File: config.mk
export PLATFORM = sky130hd
export DESIGN_NAME = flit_packetizer_injector_top
export DESIGN_NICKNAME = d
export VERILOG_FILES = /design/src/sv/fpi_pkg.sv /design/src/sv/fpi_ram.sv /design/src/sv/fpi_front.sv /design/src/sv/fpi_cmd_fifo.sv /design/src/sv/fpi_back.sv /design/src/sv/flit_packetizer_injector_top.sv
export SDC_FILE = /design/constraint.sdc
export NUM_CORES = 2
export LEC_CHECK = 0
export BUFFER_PORTS_ARGS = -buffer_cell sky130_fd_sc_hd__buf_2
export CAP_MARGIN = 20
export CORE_ASPECT_RATIO = 1.1
export CORE_UTILIZATION = 51
export CTS_CLUSTER_DIAMETER = 50
export DETAILED_ROUTE_END_ITERATION = 8
export GPL_TIMING_DRIVEN = 0
export PLACE_DENSITY = 0.67
export SKIP_LAST_GASP = 1
export SLEW_MARGIN = 0
export SYNTH_ARGS = -nofsm -noshare
export SYNTH_HDL_FRONTEND = slang
export SYNTH_SLANG_ARGS = --single-unit
File: constraint.sdc
create_clock -name clk -period 13.4 [get_ports clk]
set_input_delay 2.01 -clock clk [delete_from_list [all_inputs] [get_ports clk]]
set_output_delay 2.01 -clock clk [all_outputs]
set_load 0.01 [all_outputs]
File: src/sv/fpi_pkg.sv
// Types, codes and constants shared by the flit injector modules.
package fpi_pkg;

  // Default message queue depth and the longest packet the injector keeps.
  localparam int QUEUE_DEPTH_DEF  = 16;
  localparam int MAX_PACKET_FLITS = 64;

  // Depth of the command queue between front and back.
  localparam int CMDQ_DEPTH = 2;

  // Configuration register indexes and reset values.
  localparam int CFG_INDEX_W = 2;
  localparam logic [CFG_INDEX_W-1:0] CFG_DISCARD_ENABLE    = 2'd0;
  localparam logic [CFG_INDEX_W-1:0] CFG_DISCARD_THRESHOLD = 2'd1;
  localparam logic [CFG_INDEX_W-1:0] CFG_POOL_CHECK_ENABLE = 2'd2;
  localparam logic [4:0]             DISCARD_THRESHOLD_RST = 5'd10;

  typedef enum logic {
    REQ_ENQUEUE = 1'b0,
    REQ_TICK    = 1'b1
  } req_kind_t;

  typedef enum logic [1:0] {
    FLIT_HEAD      = 2'd0,
    FLIT_BODY      = 2'd1,
    FLIT_TAIL      = 2'd2,
    FLIT_HEAD_TAIL = 2'd3
  } flit_kind_t;

  typedef enum logic {
    BK_IDLE,
    BK_EXEC
  } back_state_t;

  // Input transaction payload.
  typedef struct packed {
    req_kind_t   req_type;
    logic        external_msg;
    logic [7:0]  message_packets;
    logic [6:0]  packet_flits;
    logic [9:0]  source_node;
    logic [9:0]  dest_node;
    logic [31:0] gen_time;
    logic [31:0] now_time;
    logic        stop_active;
    logic [15:0] pool_free;
  } req_item_t;

  // Output transaction payload.
  typedef struct packed {
    flit_kind_t  flit_type;
    logic [9:0]  flit_src;
    logic [9:0]  flit_dst;
    logic [6:0]  flit_index;
    logic [7:0]  packet_index;
    logic [6:0]  flit_packet_len;
    logic [31:0] inject_time;
    logic [31:0] flit_gen_time;
    logic [31:0] sent_total;
  } flit_item_t;

  // Message descriptor as kept in the message queue.
  typedef struct packed {
    logic [9:0] dst;
    logic [9:0] src;
    logic [6:0] flits;
    logic [7:0] packets;
  } msg_desc_t;

  typedef struct packed {
    msg_desc_t   desc;
    logic [31:0] stamp;
  } queue_entry_t;

  // Classified command handed from front to back.
  typedef struct packed {
    req_kind_t    kind;
    logic         external_msg;
    queue_entry_t entry;
    logic [31:0]  now_time;
    logic         stop_active;
    logic [15:0]  pool_free;
  } cmd_t;

  // Configuration register group.
  typedef struct packed {
    logic       discard_enable;
    logic [4:0] discard_threshold;
    logic       pool_check_enable;
  } cfg_t;

endpackage

File: src/sv/fpi_ram.sv
// Generic single-write, single-read RAM with registered read data.
module fpi_ram #(
  parameter int WIDTH = 1,
  parameter int DEPTH = 2
) (
  input  logic                     clk,
  input  logic                     wr_en,
  input  logic [$clog2(DEPTH)-1:0] wr_addr,
  input  logic [WIDTH-1:0]         wr_data,
  input  logic                     rd_en,
  input  logic [$clog2(DEPTH)-1:0] rd_addr,
  output logic [WIDTH-1:0]         rd_data
);

  logic [WIDTH-1:0] mem [DEPTH];

  // Write port and registered read port.
  always_ff @(posedge clk) begin
    if (wr_en) begin
      mem[wr_addr] <= wr_data;
    end
    if (rd_en) begin
      rd_data <= mem[rd_addr];
    end
  end

endmodule

File: src/sv/fpi_front.sv
// Front end: accepts request transactions and turns them into commands.
module fpi_front import fpi_pkg::*; (
  input  logic      req_valid,
  output logic      req_stall,
  input  req_item_t req,
  input  logic      cmdq_full,
  output logic      cmd_push,
  output cmd_t      cmd
);

  logic [7:0] packets_norm;
  logic [6:0] flits_norm;

  // Accept whenever the command queue has room.
  assign req_stall = cmdq_full;
  assign cmd_push  = req_valid && !cmdq_full;

  // Zero counts become one, and long packets are cut to the supported length.
  always_comb begin
    packets_norm = (req.message_packets == 8'd0) ? 8'd1 : req.message_packets;
    if (req.packet_flits == 7'd0) begin
      flits_norm = 7'd1;
    end else if (32'(req.packet_flits) > MAX_PACKET_FLITS) begin
      flits_norm = 7'(MAX_PACKET_FLITS);
    end else begin
      flits_norm = req.packet_flits;
    end
  end

  // Build the command that the back end executes.
  always_comb begin
    cmd.kind                = req.req_type;
    cmd.external_msg        = req.external_msg;
    cmd.entry.desc.dst      = req.dest_node;
    cmd.entry.desc.src      = req.source_node;
    cmd.entry.desc.flits    = flits_norm;
    cmd.entry.desc.packets  = packets_norm;
    cmd.entry.stamp         = req.gen_time;
    cmd.now_time            = req.now_time;
    cmd.stop_active         = req.stop_active;
    cmd.pool_free           = req.pool_free;
  end

endmodule

File: src/sv/fpi_cmd_fifo.sv
// Short command queue that decouples the front end from the back end.
module fpi_cmd_fifo import fpi_pkg::*; (
  input  logic clk,
  input  logic rst,
  input  logic push,
  input  cmd_t push_cmd,
  output logic full,
  input  logic pop,
  output logic head_valid,
  output cmd_t head_cmd
);

  localparam int PW = (CMDQ_DEPTH > 1) ? $clog2(CMDQ_DEPTH) : 1;
  localparam int CW = $clog2(CMDQ_DEPTH + 1);

  cmd_t          entries [CMDQ_DEPTH];
  logic [PW-1:0] wr_ptr;
  logic [PW-1:0] rd_ptr;
  logic [CW-1:0] count;
  logic          do_push;
  logic          do_pop;

  assign full       = (count == CW'(CMDQ_DEPTH));
  assign head_valid = (count != '0);
  assign head_cmd   = entries[rd_ptr];
  assign do_push    = push && !full;
  assign do_pop     = pop && head_valid;

  // Storage of queued commands.
  always_ff @(posedge clk) begin
    if (do_push) begin
      entries[wr_ptr] <= push_cmd;
    end
  end

  // Pointers and occupancy.
  always_ff @(posedge clk) begin
    if (rst) begin
      wr_ptr <= '0;
      rd_ptr <= '0;
      count  <= '0;
    end else begin
      if (do_push) begin
        wr_ptr <= (wr_ptr == PW'(CMDQ_DEPTH - 1)) ? '0 : wr_ptr + 1'b1;
      end
      if (do_pop) begin
        rd_ptr <= (rd_ptr == PW'(CMDQ_DEPTH - 1)) ? '0 : rd_ptr + 1'b1;
      end
      if (do_push && !do_pop) begin
        count <= count + 1'b1;
      end else if (do_pop && !do_push) begin
        count <= count - 1'b1;
      end
    end
  end

endmodule

File: src/sv/fpi_back.sv
// Back end: message queue, flit sequencing and the output register.
module fpi_back import fpi_pkg::*; #(
  parameter int QUEUE_DEPTH = QUEUE_DEPTH_DEF
) (
  input  logic       clk,
  input  logic       rst,
  input  cfg_t       cfg,
  input  logic       cmd_valid,
  input  cmd_t       cmd,
  output logic       cmd_pop,
  output logic       flit_valid,
  input  logic       flit_stall,
  output flit_item_t flit
);

  localparam int AW   = $clog2(QUEUE_DEPTH);
  localparam int CW   = $clog2(QUEUE_DEPTH + 1);
  localparam int CMPW = (CW > 5) ? CW : 5;
  localparam int EW   = $bits(queue_entry_t);

  back_state_t   state, state_next;
  logic [AW-1:0] head, head_next;
  logic [AW-1:0] tail, tail_next;
  logic [CW-1:0] count, count_next;
  logic [6:0]    cur_flit, cur_flit_next;
  logic [7:0]    cur_packet, cur_packet_next;
  logic [31:0]   held_inject_time, held_inject_time_next;
  logic [31:0]   flits_sent_count, flits_sent_count_next;
  logic [31:0]   tick_now;
  logic [15:0]   tick_pool;

  logic          ram_wr_en;
  logic          ram_rd_en;
  logic [EW-1:0] ram_rd_data;
  queue_entry_t  head_entry;

  logic          start_read;
  logic          enq_drop;
  logic          out_free;
  logic [14:0]   pool_need;
  logic          pool_short;
  logic          emit;
  flit_item_t    flit_next;

  // Message descriptors and stamps.
  fpi_ram #(
    .WIDTH (EW),
    .DEPTH (QUEUE_DEPTH)
  ) u_msg_ram (
    .clk     (clk),
    .wr_en   (ram_wr_en),
    .wr_addr (tail),
    .wr_data (cmd.entry),
    .rd_en   (ram_rd_en),
    .rd_addr (head),
    .rd_data (ram_rd_data)
  );

  assign head_entry = queue_entry_t'(ram_rd_data);

  // Command classification against the queue state.
  assign start_read = (cmd.kind == REQ_TICK) && !cmd.stop_active && (count != '0);
  assign enq_drop   = (!cmd.external_msg && cfg.discard_enable &&
                       (CMPW'(count) > CMPW'(cfg.discard_threshold))) ||
                      (count == CW'(QUEUE_DEPTH));

  // With the pool check enabled, the whole message must fit in the downstream pool at a packet's first flit.
  assign pool_need  = {7'd0, head_entry.desc.packets} * {8'd0, head_entry.desc.flits};
  assign pool_short = (cur_flit == 7'd1) && cfg.pool_check_enable &&
                      (tick_pool < {1'b0, pool_need});

  // The output register can take a new flit this cycle.
  assign out_free = !flit_valid || !flit_stall;

  // Next state.
  always_comb begin
    state_next = state;
    unique case (state)
      BK_IDLE: begin
        if (cmd_valid && start_read) begin
          state_next = BK_EXEC;
        end
      end
      BK_EXEC: begin
        if (out_free) begin
          state_next = BK_IDLE;
        end
      end
      default: state_next = BK_IDLE;
    endcase
  end

  // Datapath control and register updates.
  always_comb begin
    cmd_pop               = 1'b0;
    ram_wr_en             = 1'b0;
    ram_rd_en             = 1'b0;
    emit                  = 1'b0;
    head_next             = head;
    tail_next             = tail;
    count_next            = count;
    cur_flit_next         = cur_flit;
    cur_packet_next       = cur_packet;
    held_inject_time_next = held_inject_time;
    flits_sent_count_next = flits_sent_count;
    flit_next             = flit;

    unique case (state)
      BK_IDLE: begin
        if (cmd_valid) begin
          cmd_pop = 1'b1;
          if (cmd.kind == REQ_ENQUEUE && !enq_drop) begin
            ram_wr_en  = 1'b1;
            tail_next  = (tail == AW'(QUEUE_DEPTH - 1)) ? '0 : tail + 1'b1;
            count_next = count + 1'b1;
          end
          if (start_read) begin
            ram_rd_en = 1'b1;
          end
        end
      end
      BK_EXEC: begin
        if (out_free && !pool_short) begin
          emit = 1'b1;

          // Flit type and injection time.
          if (cur_flit == 7'd1) begin
            held_inject_time_next = (tick_now > head_entry.stamp) ? tick_now
                                                                   : head_entry.stamp;
            flit_next.flit_type   = (head_entry.desc.flits == 7'd1) ? FLIT_HEAD_TAIL
                                                                    : FLIT_HEAD;
          end else if (cur_flit >= head_entry.desc.flits) begin
            flit_next.flit_type = FLIT_TAIL;
          end else begin
            flit_next.flit_type = FLIT_BODY;
          end

          // Advance within the packet, then the message, then the queue.
          if (cur_flit < head_entry.desc.flits) begin
            cur_flit_next = cur_flit + 7'd1;
          end else if (cur_packet < head_entry.desc.packets) begin
            cur_packet_next = cur_packet + 8'd1;
            cur_flit_next   = 7'd1;
          end else begin
            head_next       = (head == AW'(QUEUE_DEPTH - 1)) ? '0 : head + 1'b1;
            count_next      = count - 1'b1;
            cur_flit_next   = 7'd1;
            cur_packet_next = 8'd1;
          end

          flits_sent_count_next = flits_sent_count + 32'd1;

          flit_next.flit_src        = head_entry.desc.src;
          flit_next.flit_dst        = head_entry.desc.dst;
          flit_next.flit_index      = cur_flit;
          flit_next.packet_index    = cur_packet;
          flit_next.flit_packet_len = head_entry.desc.flits;
          flit_next.inject_time     = held_inject_time_next;
          flit_next.flit_gen_time   = head_entry.stamp;
          flit_next.sent_total      = flits_sent_count_next;
        end
      end
      default: begin
        cmd_pop = 1'b0;
      end
    endcase
  end

  // Control state.
  always_ff @(posedge clk) begin
    if (rst) begin
      state            <= BK_IDLE;
      head             <= '0;
      tail             <= '0;
      count            <= '0;
      cur_flit         <= 7'd1;
      cur_packet       <= 8'd1;
      held_inject_time <= '0;
      flits_sent_count <= '0;
      flit_valid       <= 1'b0;
    end else begin
      state            <= state_next;
      head             <= head_next;
      tail             <= tail_next;
      count            <= count_next;
      cur_flit         <= cur_flit_next;
      cur_packet       <= cur_packet_next;
      held_inject_time <= held_inject_time_next;
      flits_sent_count <= flits_sent_count_next;
      if (emit) begin
        flit_valid <= 1'b1;
      end else if (!flit_stall) begin
        flit_valid <= 1'b0;
      end
    end
  end

  // Payload registers: tick operands and the outgoing flit.
  always_ff @(posedge clk) begin
    if (state == BK_IDLE && cmd_valid) begin
      tick_now  <= cmd.now_time;
      tick_pool <= cmd.pool_free;
    end
    if (emit) begin
      flit <= flit_next;
    end
  end

endmodule

File: src/sv/flit_packetizer_injector_top.sv
// Top level of the flit injector: configuration registers, front, queue and back.
//
//   channel | direction | handshake           | payload
//   req     | in        | req_valid/req_stall | req_item_t
//   flit    | out       | flit_valid/flit_stall | flit_item_t
//   cfg     | in        | cfg_valid/cfg_ready | cfg_index, cfg_data
//
// The front accepts one request per cycle while the two-entry command queue has room.
// The back executes an enqueue, a stopped tick or a tick on an empty queue in idle.
// A tick that reads the queue also enters the exec state, because the message RAM
// has a registered read port; it leaves exec once the output register is free,
// whether it sends a flit into that register or is held back by a short pool.
// Reset is synchronous; the message RAM has no clearing pass and needs none.
// A stalled output flit holds, and the back waits on it before the next flit.
module flit_packetizer_injector_top import fpi_pkg::*; #(
  parameter int QUEUE_DEPTH = QUEUE_DEPTH_DEF
) (
  input  logic                   clk,
  input  logic                   rst,
  input  logic                   req_valid,
  output logic                   req_stall,
  input  req_item_t              req,
  output logic                   flit_valid,
  input  logic                   flit_stall,
  output flit_item_t             flit,
  input  logic                   cfg_valid,
  output logic                   cfg_ready,
  input  logic [CFG_INDEX_W-1:0] cfg_index,
  input  logic [31:0]            cfg_data
);

  cfg_t cfg;
  logic cmdq_full;
  logic cmd_push;
  cmd_t push_cmd;
  logic cmd_pop;
  logic cmd_valid;
  cmd_t head_cmd;

  // Configuration writes are always taken.
  assign cfg_ready = 1'b1;

  // Configuration registers.
  always_ff @(posedge clk) begin
    if (rst) begin
      cfg.discard_enable    <= 1'b0;
      cfg.discard_threshold <= DISCARD_THRESHOLD_RST;
      cfg.pool_check_enable <= 1'b1;
    end else if (cfg_valid && cfg_ready) begin
      unique case (cfg_index)
        CFG_DISCARD_ENABLE:    cfg.discard_enable    <= cfg_data[0];
        CFG_DISCARD_THRESHOLD: cfg.discard_threshold <= cfg_data[4:0];
        CFG_POOL_CHECK_ENABLE: cfg.pool_check_enable <= cfg_data[0];
        default: ;
      endcase
    end
  end

  fpi_front u_front (
    .req_valid (req_valid),
    .req_stall (req_stall),
    .req       (req),
    .cmdq_full (cmdq_full),
    .cmd_push  (cmd_push),
    .cmd       (push_cmd)
  );

  fpi_cmd_fifo u_cmd_fifo (
    .clk        (clk),
    .rst        (rst),
    .push       (cmd_push),
    .push_cmd   (push_cmd),
    .full       (cmdq_full),
    .pop        (cmd_pop),
    .head_valid (cmd_valid),
    .head_cmd   (head_cmd)
  );

  fpi_back #(
    .QUEUE_DEPTH (QUEUE_DEPTH)
  ) u_back (
    .clk        (clk),
    .rst        (rst),
    .cfg        (cfg),
    .cmd_valid  (cmd_valid),
    .cmd        (head_cmd),
    .cmd_pop    (cmd_pop),
    .flit_valid (flit_valid),
    .flit_stall (flit_stall),
    .flit       (flit)
  );

endmodule

# Yosys cells after proc, flatten, opt, wreduce, memory -nomap -nowiden
# Memories as Yosys holds them, arrays and structs flattened. A register that Yosys moved wholly into a read port is not among the register bits.
# Cells that the tools add are included.
# W data, S select, Z words.
# op_classes
magnitude_cmp	7
n_bitwise	4
addsub	11
eq_ne	14
muxes	43
n_reduce_logical	41
n_mul	1
# op_table
op	count
$mux W32	2
$add A32 B1 Y32 const B	1
$gt A32 B32 Y1	1
$mux W5	5
$mux W1	22
$mux W7	3
$lt A16 B15 Y1	1
$mux W8	2
$logic_and A1 B1 Y1	15
$mul A8 B7 Y15	1
$eq A7 B1 Y1 const B	2
$mux W2	5
$pmux W5 S2	1
$logic_not A1 Y1	9
$reduce_and A3 Y1	3
$add A4 B1 Y4 const B	2
$add A8 B1 Y8 const B	1
$eq A4 B4 Y1 const B	2
$logic_not A8 Y1	1
$lt A8 B8 Y1	1
$mux W4	2
$reduce_and A2 Y1	4
$add A7 B1 Y7 const B	1
$ge A7 B7 Y1	1
other kinds (22)	33
# word_totals
in_bits	157
reg_bits	293
ramBits	1308
wordCells	149
memories	2
output_inout_bits	143
# mem_list
memory	depth	word_bits	rd	rd_clocked_by_memory_dff	write_ports	line	rtl
u_back.u_msg_ram.mem	16	67	1	1	1	fpi_ram.sv:15	logic [WIDTH-1:0] mem [DEPTH];
u_cmd_fifo.entries	2	118	1	1	1	fpi_cmd_fifo.sv:16	cmd_t entries [CMDQ_DEPTH];

# Longest topological paths before layout
# depth
depth_word	11
depth_mapped	28
depth_no_buf	25

# Cells and area by module
# From an unflattened synthesis, not the netlist that was laid out.
# hier_totals
hier_cells	3567
area_unflattened_um2	66663.9
# modules_own_cells
module	cells_each	seq_area_each_um2	instances	area_per_inst_um2
fpi_ram	1724	34202.8	1	42075.4
fpi_back	1293	7527.2	1	14564.0
fpi_cmd_fifo	392	7186.9	1	8800.9
fpi_front	124	0.0	1	895.9
flit_packetizer_injector_top	34	140.1	1	327.8

# Worst setup path before layout
# OpenSTA, ideal clock, no wires.
# synth_path
path_kind	flip-flop to flip-flop
start	reg u_back.u_msg_ram.rd_data[43] (read register of u_back.u_msg_ram.mem)
end	reg u_back.flits_sent_count[31]
path_slack_ps	5338
t_arrival_ps	7934
setup_ps	128
required_ps	13272
period_less_slack_ps	8062
n_path_buf	3
stages_incl_launch_ff	29
cell_sequence	edfxtp_1 clkinv_1 nor2_1 fa_1 inv_1 fa_1 inv_1 fa_1 inv_1 fa_1 inv_1 ha_1 o21a_1 o31a_1 o211ai_1 a21oi_1 a2111oi_0 a21oi_1 xnor2_1 ha_1 nand4b_1 a2111oi_0 a22o_2 buf_6 buf_2 buf_2 nand2_1 xor2_1 nor2_1
# synth_between
elab_chain_cells	6
# synth_lines
item	line	rtl
start: declaration	fpi_ram.sv:12	output logic [WIDTH-1:0] rd_data
$mul A8 B7 Y15	fpi_back.sv:68	assign pool_need = {7'd0, head_entry.desc.packets} * {8'd0, head_entry.desc.flits};
$lt A16 B15 Y1	fpi_back.sv:70	(tick_pool < {1'b0, pool_need});
$logic_and A1 B1 Y1	fpi_back.sv:69	assign pool_short = (cur_flit == 7'd1) && cfg.pool_check_enable &&
$logic_not A1 Y1	fpi_back.sv:123	if (out_free && !pool_short) begin
$logic_and A1 B1 Y1	fpi_back.sv:123	
$reduce_and A2 Y1 (no line)	--	
end signal: assignment	fpi_back.sv:189	flits_sent_count <= flits_sent_count_next;
end: declaration	fpi_back.sv:28	logic [31:0] flits_sent_count, flits_sent_count_next;
# No other way between the ends.
# A chain may end at the register's enable or synchronous reset.

# Final worst setup path
# layout_path
start	reg u_back.u_msg_ram.rd_data[42] (read register of u_back.u_msg_ram.mem)
end	reg u_back.flit[133] (netlist name)
# layout_between
elab_chain_cells	8
# layout_lines
item	line	rtl
$mul A8 B7 Y15	fpi_back.sv:68	
$lt A16 B15 Y1	fpi_back.sv:70	
$logic_and A1 B1 Y1	fpi_back.sv:69	
$logic_not A1 Y1	fpi_back.sv:123	
$logic_and A1 B1 Y1	fpi_back.sv:123	
$mux W1	fpi_back.sv:123	
$mux W1	fpi_back.sv:108	unique case (state)
net u_back.emit	fpi_back.sv:42	logic emit;
$reduce_and A3 Y1 (no line)	--	
# The timed path passes the listed nets, and every way through them passes these cells.

==> impl_metrics.tcl <==
set metrics [dict create \
    wl_per_cell_microns 26.9 \
    seq_area_frac_synth 0.745 \
    clk_path_buf_depth 3 \
    htree_levels 4 \
    rows 137 \
    coreArea_sq_um 127000 \
    p_switching_w 0.00326 \
    dpl_cell_area_sq_um 71000 \
    syn_nets 3619 \
    drtIter0Drc 3148 \
    cp_max_fo 83 \
    vias 33200 \
    drc_errors 0 \
    path_clk_slew_ns 0.06 \
    ys_ff_latch 1669 \
    grt-ovfl-total 0 \
    synth-main-ff-cell "edfxtp_1" \
    antenna_found_initial 15 \
    synth-edff-count 1563 \
    clock-root-buffer "clkbuf_16" \
    grt_pass1_wl_microns 221000 \
    die_area_sq_um 130000 \
    status "finished, final reports clean" \
    p_seq_frac 0.509 \
    fin_tns_setup_ns 0 \
    total_power_w 0.0130 \
    worstHoldPathType "flop to flop" \
    combPwrFrac 0.147 \
    r2r-end "u_back.flit[133]$_DFFE_PP_" \
    grt_usage 0.237 \
    cts_resized 0 \
    ys_async_sr_fraction 0 \
    io_pins 300 \
    power_density_nw_per_um2 169 \
    postCtsSetupBuffers 0 \
    synthCells 3321 \
    start_util 0.517 \
    ir_drop_uv 126 \
    avgViaCountPerCell 5.85 \
    dpl.hpwl_microns 101000 \
    rr_worst_depth 26 \
    slew_headroom 0.279 \
    hold_depth 0 \
    netlist_area_sq_um 65800 \
    dr.pass1.iters 7 \
    cts_tree "built" \
    port_buffers 271 \
    wirelength_microns 153000 \
    nets 4170 \
    startpoint_type "flop" \
    rsz0062_at_grt "no" \
    areaGrowthSynthToFinish_pct 16.3 \
    yosysTopAreaCell "edfxtp_1" \
    setup_viol 0 \
    cts.sinks 1669 \
    gp_congestion 0.841 \
    grt_pass1_vias 33300 \
    maxSlewViolCount 0 \
    ant_nets 0 \
    critical_path_class "flop to flop" \
    ys_types 65 \
    synth_most_common_cell "edfxtp_1" \
    cp.required_ns 13.82 \
    cts_hold_buffers 0 \
    clockPowerShare 0.345 \
    numCtsBuffers 164 \
    drive_gt1_frac 0.287 \
    hold_start "u_back.u_msg_ram.rd_data[48]$_DFFE_PP_" \
    fmax_mhz 121 \
    clk_latency_ns 0.78 \
    reg2reg_slack_ns 5.17 \
    syn_area_per_cell_sq_um 19.8 \
    yosys-top-cells-count "edfxtp_1 (1563), mux4_2 (335), nor2_1 (183)" \
    r2r-start "u_back.u_msg_ram.rd_data[42]$_DFFE_PP_" \
    utilization 0.601 \
    die_w_microns 345 \
    p_int_w 0.00969 \
    ys_top_cells_by_area "edfxtp_1 (71%), mux4_2 (11%), dfxtp_1 (3.2%)" \
    ys_warn_count 0 \
    whs_ns 0.411 \
    fin_crit_sh 0.614 \
    sw_frac_of_total 0.252 \
    arrival_ns 8.65 \
    final_area_sq_um 76600 \
    finalHoldViolCount 0 \
    p_leak_nw 25.4 \
    synth_top_area_share 0.713 \
    fin_crit_ns 8.23 \
    end_kind "flop" \
    skew_ns 0.0221 \
    holdPathEnd "u_back.flit[129]$_DFFE_PP_" \
    die_y_microns 379 \
    max_slew.worst_pin.slew_ns 1.08 \
    max_cap_viol_count 0 \
    grt_start_max_net_pins 84 \
]
==> metrics by stage <==
| stage | std cells | setup WS (ns) |
|---|---|---|
| after CTS | 5649 | 5.08 |
| after floorplan | 3321 | 5.34 |
| final | 5675 | 5.17 |
| after detailed placement | 5352 | 5.11 |
| after global routing | 5672 | 4.62 |
| after global placement | 5260 | -1.37 |
==> worst max path at each step <==
| stage | start | endpoint | slack [ns] |
|---|---|---|---|
| floorplan | u_back.u_msg_ram.rd_data[43]$_DFFE_PP_ | u_back.flits_sent_count[31]$_SDFFE_PP0P_ | 5.34 |
| global placement | u_back.state$_SDFF_PP0_ | u_back.u_msg_ram.mem[2][64]$_DFFE_PP_ | -1.37 |
| detailed placement | u_back.u_msg_ram.rd_data[42]$_DFFE_PP_ | u_back.flits_sent_count[1]$_SDFFE_PP0P_ | 5.11 |
| CTS | u_back.u_msg_ram.rd_data[42]$_DFFE_PP_ | u_back.flits_sent_count[1]$_SDFFE_PP0P_ | 5.08 |
| global route | u_back.u_msg_ram.rd_data[42]$_DFFE_PP_ | u_back.flits_sent_count[1]$_SDFFE_PP0P_ | 4.62 |
| finish | u_back.u_msg_ram.rd_data[42]$_DFFE_PP_ | u_back.flit[133]$_DFFE_PP_ | 5.17 |
==> registers in the layout, indices dropped and copies added, names as in the netlist, named ones only <==
signal and cells:
u_back.u_msg_ram.mem 1072, u_cmd_fifo.entries 236, u_back.flit 140, u_back.u_msg_ram.rd_data 67, u_back.flits_sent_count 32, u_back.held_inject_time 32, u_back.tick_now 32, u_back.tick_pool 16
u_back.cur_packet 8, cfg 7, u_back.cur_flit 7, u_back.count 5, u_back.head 4, u_back.tail 4, u_cmd_fifo.count 2, u_back.flit_valid 1
u_back.state 1, u_cmd_fifo.rd_ptr 1, u_cmd_fifo.wr_ptr 1
==> power by group through the flow <==
stage | Clock (W) | Combinational (W) | Sequential, W
floorplan | 0 | 0.00122 | 0.00668
global placement | 0 | 0.00178 | 0.00677
detailed placement | 0 | 0.00192 | 0.00669
CTS | 0.00454 | 0.00193 | 0.00659
global route | 0.00473 | 0.00209 | 0.00662
finish | 0.00447 | 0.00190 | 0.00659
==> layout by cell type, fill, tap and decap left out, types with 16 or more instances in the layout <==
master / n
nand4_1: 20
and3_1: 16
buf_8: 36
mux4_2: 335
o21ai_0: 28
nor2_1: 170
clkinv_2: 25
buf_2: 284
fa_1: 30
inv_1: 89
nor3_1: 48
mux2i_1: 43
buf_12: 30
mux2_2: 115
clkbuf_1: 143
clkinv_1: 32
a21oi_1: 55
xor2_1: 52
dfxtp_1: 106
a2111oi_2: 28
ha_1: 111
buf_1: 22
buf_6: 33
nand2_1: 111
buf_16: 19
o21ai_1: 32
clkbuf_16: 169
edfxtp_1: 1563
nand3_1: 30
xnor2_1: 36
==> logic make-up (layout without fill, tap and decap cells) <==
logic type | Yosys count | after routing | synth area share
buffers and inverters | 244 | 926 | 0.0154
adders and majority gates | 141 | 141 | 0.0302
muxes | 493 | 493 | 0.141
and+or+nand+nor | 496 | 496 | 0.0353
DFF | 1669 | 1669 | 0.745
other | 1 | 5 | 0.0000570
xor gates and xnor gates | 88 | 88 | 0.0117
AOI/OAI and AO/OA | 189 | 189 | 0.0210
==> final cells by class <==
class / count / area, sq um
multi-input cells: 1408 / 15900
diodes: 4 / 10.0
plain buffers: 150 / 673
repair buffers: 385 / 3310
clock buffers: 209 / 4390
clock inverters: 88 / 806
flip-flops and latches: 1669 / 49100
well taps: 1668 / 2090
inverters: 94 / 353
fillers: 9072 / 50800
==> metal layers <==
| metal | GRT usage | part of all wire | vias up |
|---|---|---|---|
| met1 | 0.331 | 0.42 | 17200 |
| met4 | 0.0705 | 0.024 | 8 |
| met5 | 0 | 0.00031 | - |
| met3 | 0.0471 | 0.076 | 216 |
| li1 | - | - | 14400 |
| met2 | 0.379 | 0.48 | 1360 |
==> worst max-delay path, stage by stage, from the launching register on <==
cell and delay, ns:
edfxtp_1 0.53, clkinv_1 0.26, nor2_1 0.10, fa_1 0.51
inv_1 0.05, fa_1 0.47, inv_1 0.06, fa_1 0.53
inv_1 0.05, fa_1 0.53, inv_1 0.04, ha_1 0.33
o21a_1 0.12, o31a_1 0.12, o211ai_1 0.23, a21oi_1 0.10
a2111oi_0 0.69, a21oi_1 0.19, xnor2_1 0.18, ha_1 0.29
nand4b_1 0.15, a2111oi_0 0.47, a22o_2 0.33, buf_6 0.18
buf_2 0.29, buf_8 0.48, buf_16 0.41
(Power assumes the default switching activity.)
